`src/design/ssc_pkg.sv`:
```
// ----------------------------------------------------------------------------
// ssc_pkg
// Shared constants, types and control structs for the sorted store block.
// ----------------------------------------------------------------------------
package ssc_pkg;

    localparam int DEPTH   = 1024;
    localparam int ADDR_W  = $clog2(DEPTH);
    localparam int IDX_W   = $clog2(DEPTH + 1);
    localparam int DATA_W  = 32;
    localparam int COUNT_W = 11;

    typedef logic [ADDR_W-1:0]  addr_t;
    typedef logic [IDX_W-1:0]   idx_t;
    typedef logic [DATA_W-1:0]  data_t;
    typedef logic [COUNT_W-1:0] count_t;

    typedef enum logic {
        OP_INSERT = 1'b0,
        OP_QUERY  = 1'b1
    } op_t;

    typedef enum logic [2:0] {
        ST_IDLE,
        ST_LOOKUP_RD,
        ST_LOOKUP_CMP,
        ST_SHIFT_RD,
        ST_SHIFT_WR,
        ST_PLACE,
        ST_FINISH
    } state_t;

    // controller -> datapath
    typedef struct packed {
        logic load;      // capture item, open search window
        logic rd_mid;    // read entry at search midpoint
        logic cmp;       // narrow search window
        logic rd_shift;  // read entry below shift index
        logic wr_shift;  // move read entry up one place
        logic place;     // write new value, bump count
        logic res_load;  // load output register
    } ctrl_t;

    // datapath -> controller
    typedef struct packed {
        logic search_done;
        logic shift_done;
        logic query;
        logic full;
    } stat_t;

endpackage

```
`src/design/ssc_controller.sv`:
```
// ----------------------------------------------------------------------------
// ssc_controller
// Sequencer: search, shift, place, result hand-off; owns result valid.
// ----------------------------------------------------------------------------
module ssc_controller (
    input  logic           clk,
    input  logic           rst_n,
    input  logic           in_valid,
    output logic           in_ready,
    output logic           out_valid,
    input  logic           out_ready,
    input  ssc_pkg::stat_t stat,
    output ssc_pkg::ctrl_t cmd
);

    ssc_pkg::state_t state_reg, state_next;
    logic            out_valid_reg, out_valid_next;
    logic            out_free;

    assign out_free = !out_valid_reg || out_ready;

    // next state
    always_comb
    begin
        state_next = state_reg;
        case (state_reg)
            ssc_pkg::ST_IDLE:
            begin
                if (in_valid)
                begin
                    state_next = ssc_pkg::ST_LOOKUP_RD;
                end
            end
            ssc_pkg::ST_LOOKUP_RD:
            begin
                if (!stat.search_done)
                begin
                    state_next = ssc_pkg::ST_LOOKUP_CMP;
                end
                else if (stat.query || stat.full)
                begin
                    state_next = ssc_pkg::ST_FINISH;
                end
                else
                begin
                    state_next = ssc_pkg::ST_SHIFT_RD;
                end
            end
            ssc_pkg::ST_LOOKUP_CMP: state_next = ssc_pkg::ST_LOOKUP_RD;
            ssc_pkg::ST_SHIFT_RD:
            begin
                state_next = stat.shift_done ? ssc_pkg::ST_PLACE : ssc_pkg::ST_SHIFT_WR;
            end
            ssc_pkg::ST_SHIFT_WR:   state_next = ssc_pkg::ST_SHIFT_RD;
            ssc_pkg::ST_PLACE:      state_next = ssc_pkg::ST_FINISH;
            ssc_pkg::ST_FINISH:
            begin
                if (out_free)
                begin
                    state_next = ssc_pkg::ST_IDLE;
                end
            end
            default:                state_next = ssc_pkg::ST_IDLE;
        endcase
    end

    // outputs
    always_comb
    begin
        cmd      = '0;
        in_ready = 1'b0;
        case (state_reg)
            ssc_pkg::ST_IDLE:
            begin
                in_ready = 1'b1;
                cmd.load = in_valid;
            end
            ssc_pkg::ST_LOOKUP_RD:  cmd.rd_mid   = !stat.search_done;
            ssc_pkg::ST_LOOKUP_CMP: cmd.cmp      = 1'b1;
            ssc_pkg::ST_SHIFT_RD:   cmd.rd_shift = !stat.shift_done;
            ssc_pkg::ST_SHIFT_WR:   cmd.wr_shift = 1'b1;
            ssc_pkg::ST_PLACE:      cmd.place    = 1'b1;
            ssc_pkg::ST_FINISH:     cmd.res_load = out_free;
            default:                cmd          = '0;
        endcase
    end

    always_comb
    begin
        if (cmd.res_load)
        begin
            out_valid_next = 1'b1;
        end
        else if (out_ready)
        begin
            out_valid_next = 1'b0;
        end
        else
        begin
            out_valid_next = out_valid_reg;
        end
    end

    always_ff @(posedge clk or negedge rst_n)
    begin
        if (!rst_n)
        begin
            state_reg     <= ssc_pkg::ST_IDLE;
            out_valid_reg <= 1'b0;
        end
        else
        begin
            state_reg     <= state_next;
            out_valid_reg <= out_valid_next;
        end
    end

    assign out_valid = out_valid_reg;

endmodule

```
`config.mk`:
```
export PLATFORM = sky130hd
export DESIGN_NAME = ssc_controller
export DESIGN_NICKNAME = d
export VERILOG_FILES = /design/src/design/ssc_pkg.sv /design/src/design/ssc_controller.sv
export SDC_FILE = /design/constraint.sdc
export NUM_CORES = 1
export LEC_CHECK = 0
export BUFFER_PORTS_ARGS = -buffer_cell sky130_fd_sc_hd__buf_2
export CAP_MARGIN = 20
export CORE_AREA = 3 3 40 42
export CTS_CLUSTER_DIAMETER = 80
export DETAILED_ROUTE_END_ITERATION = 8
export DIE_AREA = 0 0 43 45
export GPL_TIMING_DRIVEN = 1
export SYNTH_ARGS = -nofsm -noshare
export SYNTH_HDL_FRONTEND = slang
export SYNTH_SLANG_ARGS = --single-unit
```
`constraint.sdc`:
```
create_clock -name clk -period 2.35 [get_ports clk]
set_clock_uncertainty 0.05 [all_clocks]
set_input_delay 0.47 -clock clk [delete_from_list [all_inputs] [get_ports clk]]
set_output_delay 0.47 -clock clk [all_outputs]
set_load 0.01 [all_outputs]
```
==> key figures, run 1 <==
STA
  – Peak Freq: 0.557 GHz
  – Setup TNS: 0 ns
  – RSZ-0062 raised after global routing: no
  – Max_slew headroom: 79.3%
  – Final hold vios: 0
  – Final period util: 76.4%
  – Final setup vio count: 0
  – Final slew viol count: 0
  – Tmin final: 1.79 ns
  – Slew @ Worst Pin: 0.310 ns

Clock network
  – H-tree levels: 1
  – CTS resizes: 0
  – Cts bufs inserted: 3
  – Post-CTS Setup Inserts: 0
  – Clk sinks: 4
  – Clock Latency Late Sink: 0.23 ns
  – CTS Hold Bufs: 1
  – CTS tree: built
  – Root Driver: clkbuf_4
  – Worst-path clk slew: 0.04 ns
  – Max clock buf depth: 2

Floorplanning
  – Std-Cell Rows: 13
  – Die Span Y: 45 um
  – Die X: 43 um
  – Die area: 1940 um^2
  – Core region area: 1280 um^2
  – I/O pins: 17
  – Initial Util: 21.5%

Place
  – Placed instance count: 62
  – Port bufs: 16
  – Final GP Congestion: 0.671
  – Post-DP HPWL: 511 um
  – Post-Place Cell Area: 355 um^2

Run status
  – Status: completed

Detailed routing
  – Met1 Wirelength: 307 um
  – Wire per inst: 10.2 um
  – Post-detailed-route count of antenna-violating nets: 0
  – Met3 wire length: 57 um
  – Met2 WL: 311 um
  – Vias per Instance: 4.30
  – Via count: 284
  – DR pass1 iterations: 2
  – DR DRC count: 0
  – First DRT Iteration DRCs: 1
  – Max layer used: met3
  – Routed WL: 676 um

Job
  – Max_cap viols: 0

GRT
  – Largest net degree at the start of global routing: 13
  – Initial antenna violation count: 0
  – GRT Residual Overflow: 0
  – Vias in the first global route: 266
  – GRT Total Usage: 7.69%
  – First-pass GRT wire length: 1070 um

Power and ir drop
  – Power density over the cells: 1170 nW/um^2
  – Maximum vdd drop: 0.434 mV
  – Total Power: 0.000455 W
  – Static leakage: 0.197 nW

Yosys
  – Largest area contributor in the synthesized netlist: dfrtp_1
  – Flop and latch count out of synthesis: 4
  – Yosys cell types: 18
  – Area of the mapped netlist: 277 um^2
  – Synth warnings: 0
  – Top cells by area, synth: dfrtp_1, nand2b_1, nor3_1
  – Mean post-synth cell area: 8.13 um^2
  – Sequential area share after synthesis: 36.2%
  – Cells after Synth: 34
  – Syn Nets: 42
  – Share of the synthesized area in the top cell type: 36.2%

Worst setup path
  – CP Launch Type: register
  – CP Class: reg -> out
  – Critical Path Source: state_reg[0]
  – Worst path slowest cell: dfrtp_1
  – Data required, critical path: 1.83 ns
  – Crit path cell chain: nor2b_1 > nor3b_1 > buf_2
  – FF-to-FF Start: state_reg[1]
  – CP Capture Type: output pin
  – Crit path max fanout: 10
  – CP Data Arrival Time: 1.27 ns
  – Worst stage delay on the critical path: 0.49 ns

Final layout
  – Flip-flop and latch area: 100 um^2
  – Max reg flops: 3
  – Fin area: 388 um^2
  – Fillers: 143
  – Final Non-Filler Cells: 66
  – Area added between synthesis and finish: 40.3%
  – NumNets Final: 61
  – Diode count: 0
  – Area of the multi-input gates: 153 um^2
  – Share of cells above drive strength 1: 37.3%

Hold path
  – Hold Startpoint: stat[3]
  – Hold Crit Class: in -> reg
-- critical path: cells and delay by family (launching register included) --
family                 cells  cell delay (ns)
buffers and inverters      1             0.16
DFF                        1             0.49
and+or+nand+nor            2             0.40
-- cell type report --
type                    count  share of cell area [%]
inverters                   1                   0.968
multi-input cells          26                    39.4
repair buffers             17                    23.2
well taps                  15                    4.84
clock buffers               3                    5.81
flip-flops and latches      4                    25.8
-- per-stage QoR --
step,hold WS (ns),util [%],setup WS (ns)
final,0.462,30.2,0.555
after global routing,0.478,30.2,0.427
after CTS,0.462,30.2,0.531
after detailed placement,0.230,27.7,0.785
after global placement,0.228,27.7,0.799
after floorplan,0.124,-,0.778
-- worst paths after layout --
path | slack (ns) | end | cells past startpoint
worst min register to register | 0.54 | out_valid | 2
worst min-delay path | 0.46 | state_reg[0] | 3
max in group asynchronous | 1.61 | state_reg[2] | 2
worst max-delay path | 0.56 | cmd[3] | 3
worst max register to register | 1.21 | state_reg[0] | 3
min in group asynchronous | 0.52 | out_valid | 2
-- synthesized netlist by cell type --
cell type / number
nand2_1: 2
o21a_1: 2
o31ai_1: 1
nor2b_1: 1
nand2b_1: 4
and3_1: 1
nor3_1: 3
inv_1: 1
o21ai_0: 2
o32a_1: 1
nor3b_1: 2
and2_1: 1
o21ai_1: 1
o2bb2ai_1: 1
buf_4: 2
nor2_1: 4
buf_2: 1
dfrtp_1: 4
-- cell usage in the layout (no fill, tap or decap) --
cell type	n
buf_2	16
o32a_1	1
o21ai_0	2
o21ai_1	1
and3_1	1
nor2_1	4
nor3b_1	2
nor3_1	3
clkbuf_4	3
nor2b_1	1
dfrtp_1	4
dlygate4sd3_1	1
o31ai_1	1
nand2b_1	4
o2bb2ai_1	1
and2_1	1
o21a_1	2
inv_1	1
nand2_1	2
-- where the power goes --
part	internal (W)	switching [W]	total, W
combinational	0.000106	0.000110	0.000216
sequential	0.0000993	0.0000563	0.000156
clock	0.0000570	0.0000269	0.0000839
total	0.000262	0.000193	0.000455
-- routing by layer --
metal | global-route usage [%] | vias up
li1 | - | 151
met1 | 9.76 | 122
met2 | 10.8 | 11
met3 | 1.59 | 0
met4 | 7.23 | 0
met5 | 0 | -
-- cells by family (layout without fill, tap and decap cells) --
group                  count (synthesis)  count (layout)  share of synthesized area, %
and+or+nand+nor                       18              18                          34.8
AOI/OAI and AO/OA                      8               8                          20.4
DFF                                    4               4                          36.2
buffers and inverters                  4              21                          8.59
No activity file was read; power rests on OpenSTA's default activity.
==> run 2, diff against run 1 <==
==> constraint.sdc (replaced) <==
create_clock -name clk -period 1.6 [get_ports clk]
set_clock_uncertainty 0.05 [all_clocks]
set_input_delay 0.32 -clock clk [delete_from_list [all_inputs] [get_ports clk]]
set_output_delay 0.32 -clock clk [all_outputs]
set_load 0.01 [all_outputs]
==> run 2 against run 1 <==
Design area grew 9.4%. Sequential share of layout area shrank 1.3 points. Wire length down 0.15%. Worst hold slack lost 0.15 ns. Sequential power up 45%. Core utilization up 2.8 points. First-iteration DRC count shrank 100%. Die area unchanged. Largest cell class unchanged.
==> key figures, run 2 (synthesized netlist as in run 1, its figures left out) <==
Final layout
  – Share of cells above drive strength 1: 53.7% (+16 points)
  – Max reg flops: 3 (unchanged)
  – Diode count: 0 (unchanged)
  – NumNets Final: 64 (+4.9%)
  – Fin area: 424 um^2 (+9.4%)
  – Area added between synthesis and finish: 53.4%
  – Commonest non-fill, non-tap cells in the layout: buf_2, nor2_1, nand2b_1, clkbuf_4, dfrtp_2
  – Final Non-Filler Cells: 69 (+4.5%)
  – Commonest non-fill, non-tap cell in the layout: buf_2

GRT
  – Vias in the first global route: 243 (-8.6%)
  – First-pass GRT wire length: 1080 um (+0.65%)
  – GRT Residual Overflow: 0 (unchanged)
  – Initial antenna violation count: 0 (unchanged)
  – Largest net degree at the start of global routing: 13 (unchanged)
  – GRT Total Usage: 7.61% (-0.084 points)

Worst setup path
  – Worst path slowest cell: dfrtp_2
  – CP Data Arrival Time: 1.15 ns (-0.12 ns)
  – Worst stage delay on the critical path: 0.44 ns (-0.05 ns)
  – CP Launch Type: register
  – CP Capture Type: output pin
  – Crit path cell chain: inv_2 > nand2_1 > nor3_1 > buf_2
  – CP Class: reg -> out
  – Crit path max fanout: 7 (-3)
  – Data required, critical path: 1.23 ns (-0.60 ns)

Detailed routing
  – DR DRC count: 0 (unchanged)
  – Post-detailed-route count of antenna-violating nets: 0 (unchanged)
  – DR pass1 iterations: 1 (-1)
  – Wire per inst: 9.78 um (-4.5%)
  – First DRT Iteration DRCs: 0 (-1)
  – Routed WL: 675 um (-0.15%)
  – Vias per Instance: 4.30 (about the same)
  – Via count: 297 (+4.6%)

Clock network
  – Cts bufs inserted: 3 (unchanged)
  – Clock Latency Late Sink: 0.23 ns (about the same)
  – H-tree levels: 1 (unchanged)
  – Clk sinks: 4 (unchanged)
  – CTS tree: built
  – Max clock buf depth: 2 (unchanged)
  – Worst-path clk slew: 0.03 ns (about the same)
  – Root Driver: clkbuf_4

Floorplanning
  – Initial Util: 21.5% (unchanged)
  – Die X: 43 um (unchanged)
  – Die area: 1940 um^2 (unchanged)
  – Die Span Y: 45 um (unchanged)
  – I/O pins: 17 (unchanged)
  – Core region area: 1280 um^2 (unchanged)
  – Std-Cell Rows: 13 (unchanged)

Place
  – Final GP Congestion: 0.669 (-0.21%)
  – Port bufs: 16 (unchanged)
  – Post-Place Cell Area: 355 um^2 (unchanged)
  – Placed instance count: 62 (unchanged)
  – Post-DP HPWL: 508 um (-0.57%)
  – Pre-CTS WS: 0.196 ns (-0.590 ns)

STA
  – Slew @ Worst Pin: 0.239 ns (-0.0714 ns)
  – Final hold vios: 0 (unchanged)
  – Peak Freq: 0.659 GHz
  – Worst setup margin: 0.0821 ns (-0.473 ns)
  – Final period util: 94.9%
  – Final slew viol count: 0 (unchanged)
  – Tmin final: 1.52 ns
  – RSZ-0062 raised after global routing: yes
  – Max_slew headroom: 83.9% (+4.6 points)
  – Setup TNS: 0 ns (unchanged)
  – Final setup vio count: 0 (unchanged)

Power and ir drop
  – Power density over the cells: 1760 nW/um^2 (+50%)
  – Static leakage: 0.213 nW (+8.1%)
  – Clk pwr share: 16.4% (-2.0 points)
  – Comb pwr share: 53.3% (+5.9 points)
  – P_int: 0.000441 W (+68%)
  – Seq pwr share: 30.3% (-3.9 points)
  – Switching pwr: 0.000304 W (+58%)
  – Maximum vdd drop: 0.572 mV (+32%)
  – Sw frac: 40.8% (-1.5 points)

Hold path
  – Hold Crit Class: in -> reg

Run status
  – Status: completed

Job
  – Max_cap viols: 0 (unchanged)
[run 2: metrics by stage]
stage	total power, W	util (%)	hold slack [ns]
2_1_floorplan	0.000452	-	-0.0256
3_3_place_gp	0.000538	27.7	0.0785
3_5_place_dp	0.000547	27.7	0.0791
4_1_cts	0.000703	31.0	0.306
5_1_grt	0.000829	33.0	0.319
6_report	0.000746	33.0	0.317
[run 2: path summary, 6_finish.rpt]
check,from,endpoint,slack [ns],cells after the start
worst min register to register,out_valid,out_valid,0.52,2
worst min-delay path,stat[3],state_reg[0],0.32,3
min in group asynchronous,rst_n,out_valid,0.36,2
max in group asynchronous,rst_n,state_reg[0],1.00,2
worst max register to register,state_reg[2],state_reg[0],0.41,4
worst max-delay path,state_reg[1],cmd[5],0.08,4
[run 2: final cells by class]
class	instances	area, um^2
clock buffer	3	22.5
fill	156	861
inverter	1	3.75
multi-input combinational	26	168
sequential	4	104
tap	15	18.8
timing repair buffer	20	108
[run 2: metal layers]
metal	vias up	GRT usage, %	share of wire [%]	wire length (um)
li1	160	-	-	-
met1	126	10.7	46	309
met2	11	8.68	43	292
met3	0	3.59	11	74
met4	0	5.42	0	0
met5	-	0	0	0
[run 2: repair_timing]
| action | in CTS | in global routing |
|---|---|---|
| endpoints found under the hold margin | 4 | 0 |
| buffers inserted | 0 | 3 |
| hold buffers | 1 | 0 |
| resized for setup | 3 | 4 |
| setup endpoints to repair | 2 | 6 |
[run 2: power groups by stage]
stage	Combinational, W	Clock [W]	Sequential [W]
final	0.000398	0.000122	0.000226
after floorplan	0.000274	0	0.000178
after global placement	0.000316	0	0.000222
after global routing	0.000454	0.000139	0.000236
after detailed placement	0.000320	0	0.000226
after CTS	0.000337	0.000132	0.000235
[run 2: worst max-delay path, delay by kind of cell (launching register included)]
family / cells / cell delay [ns]
buffers and inverters: 2 / 0.27
DFF: 1 / 0.44
and+or+nand+nor: 2 / 0.22
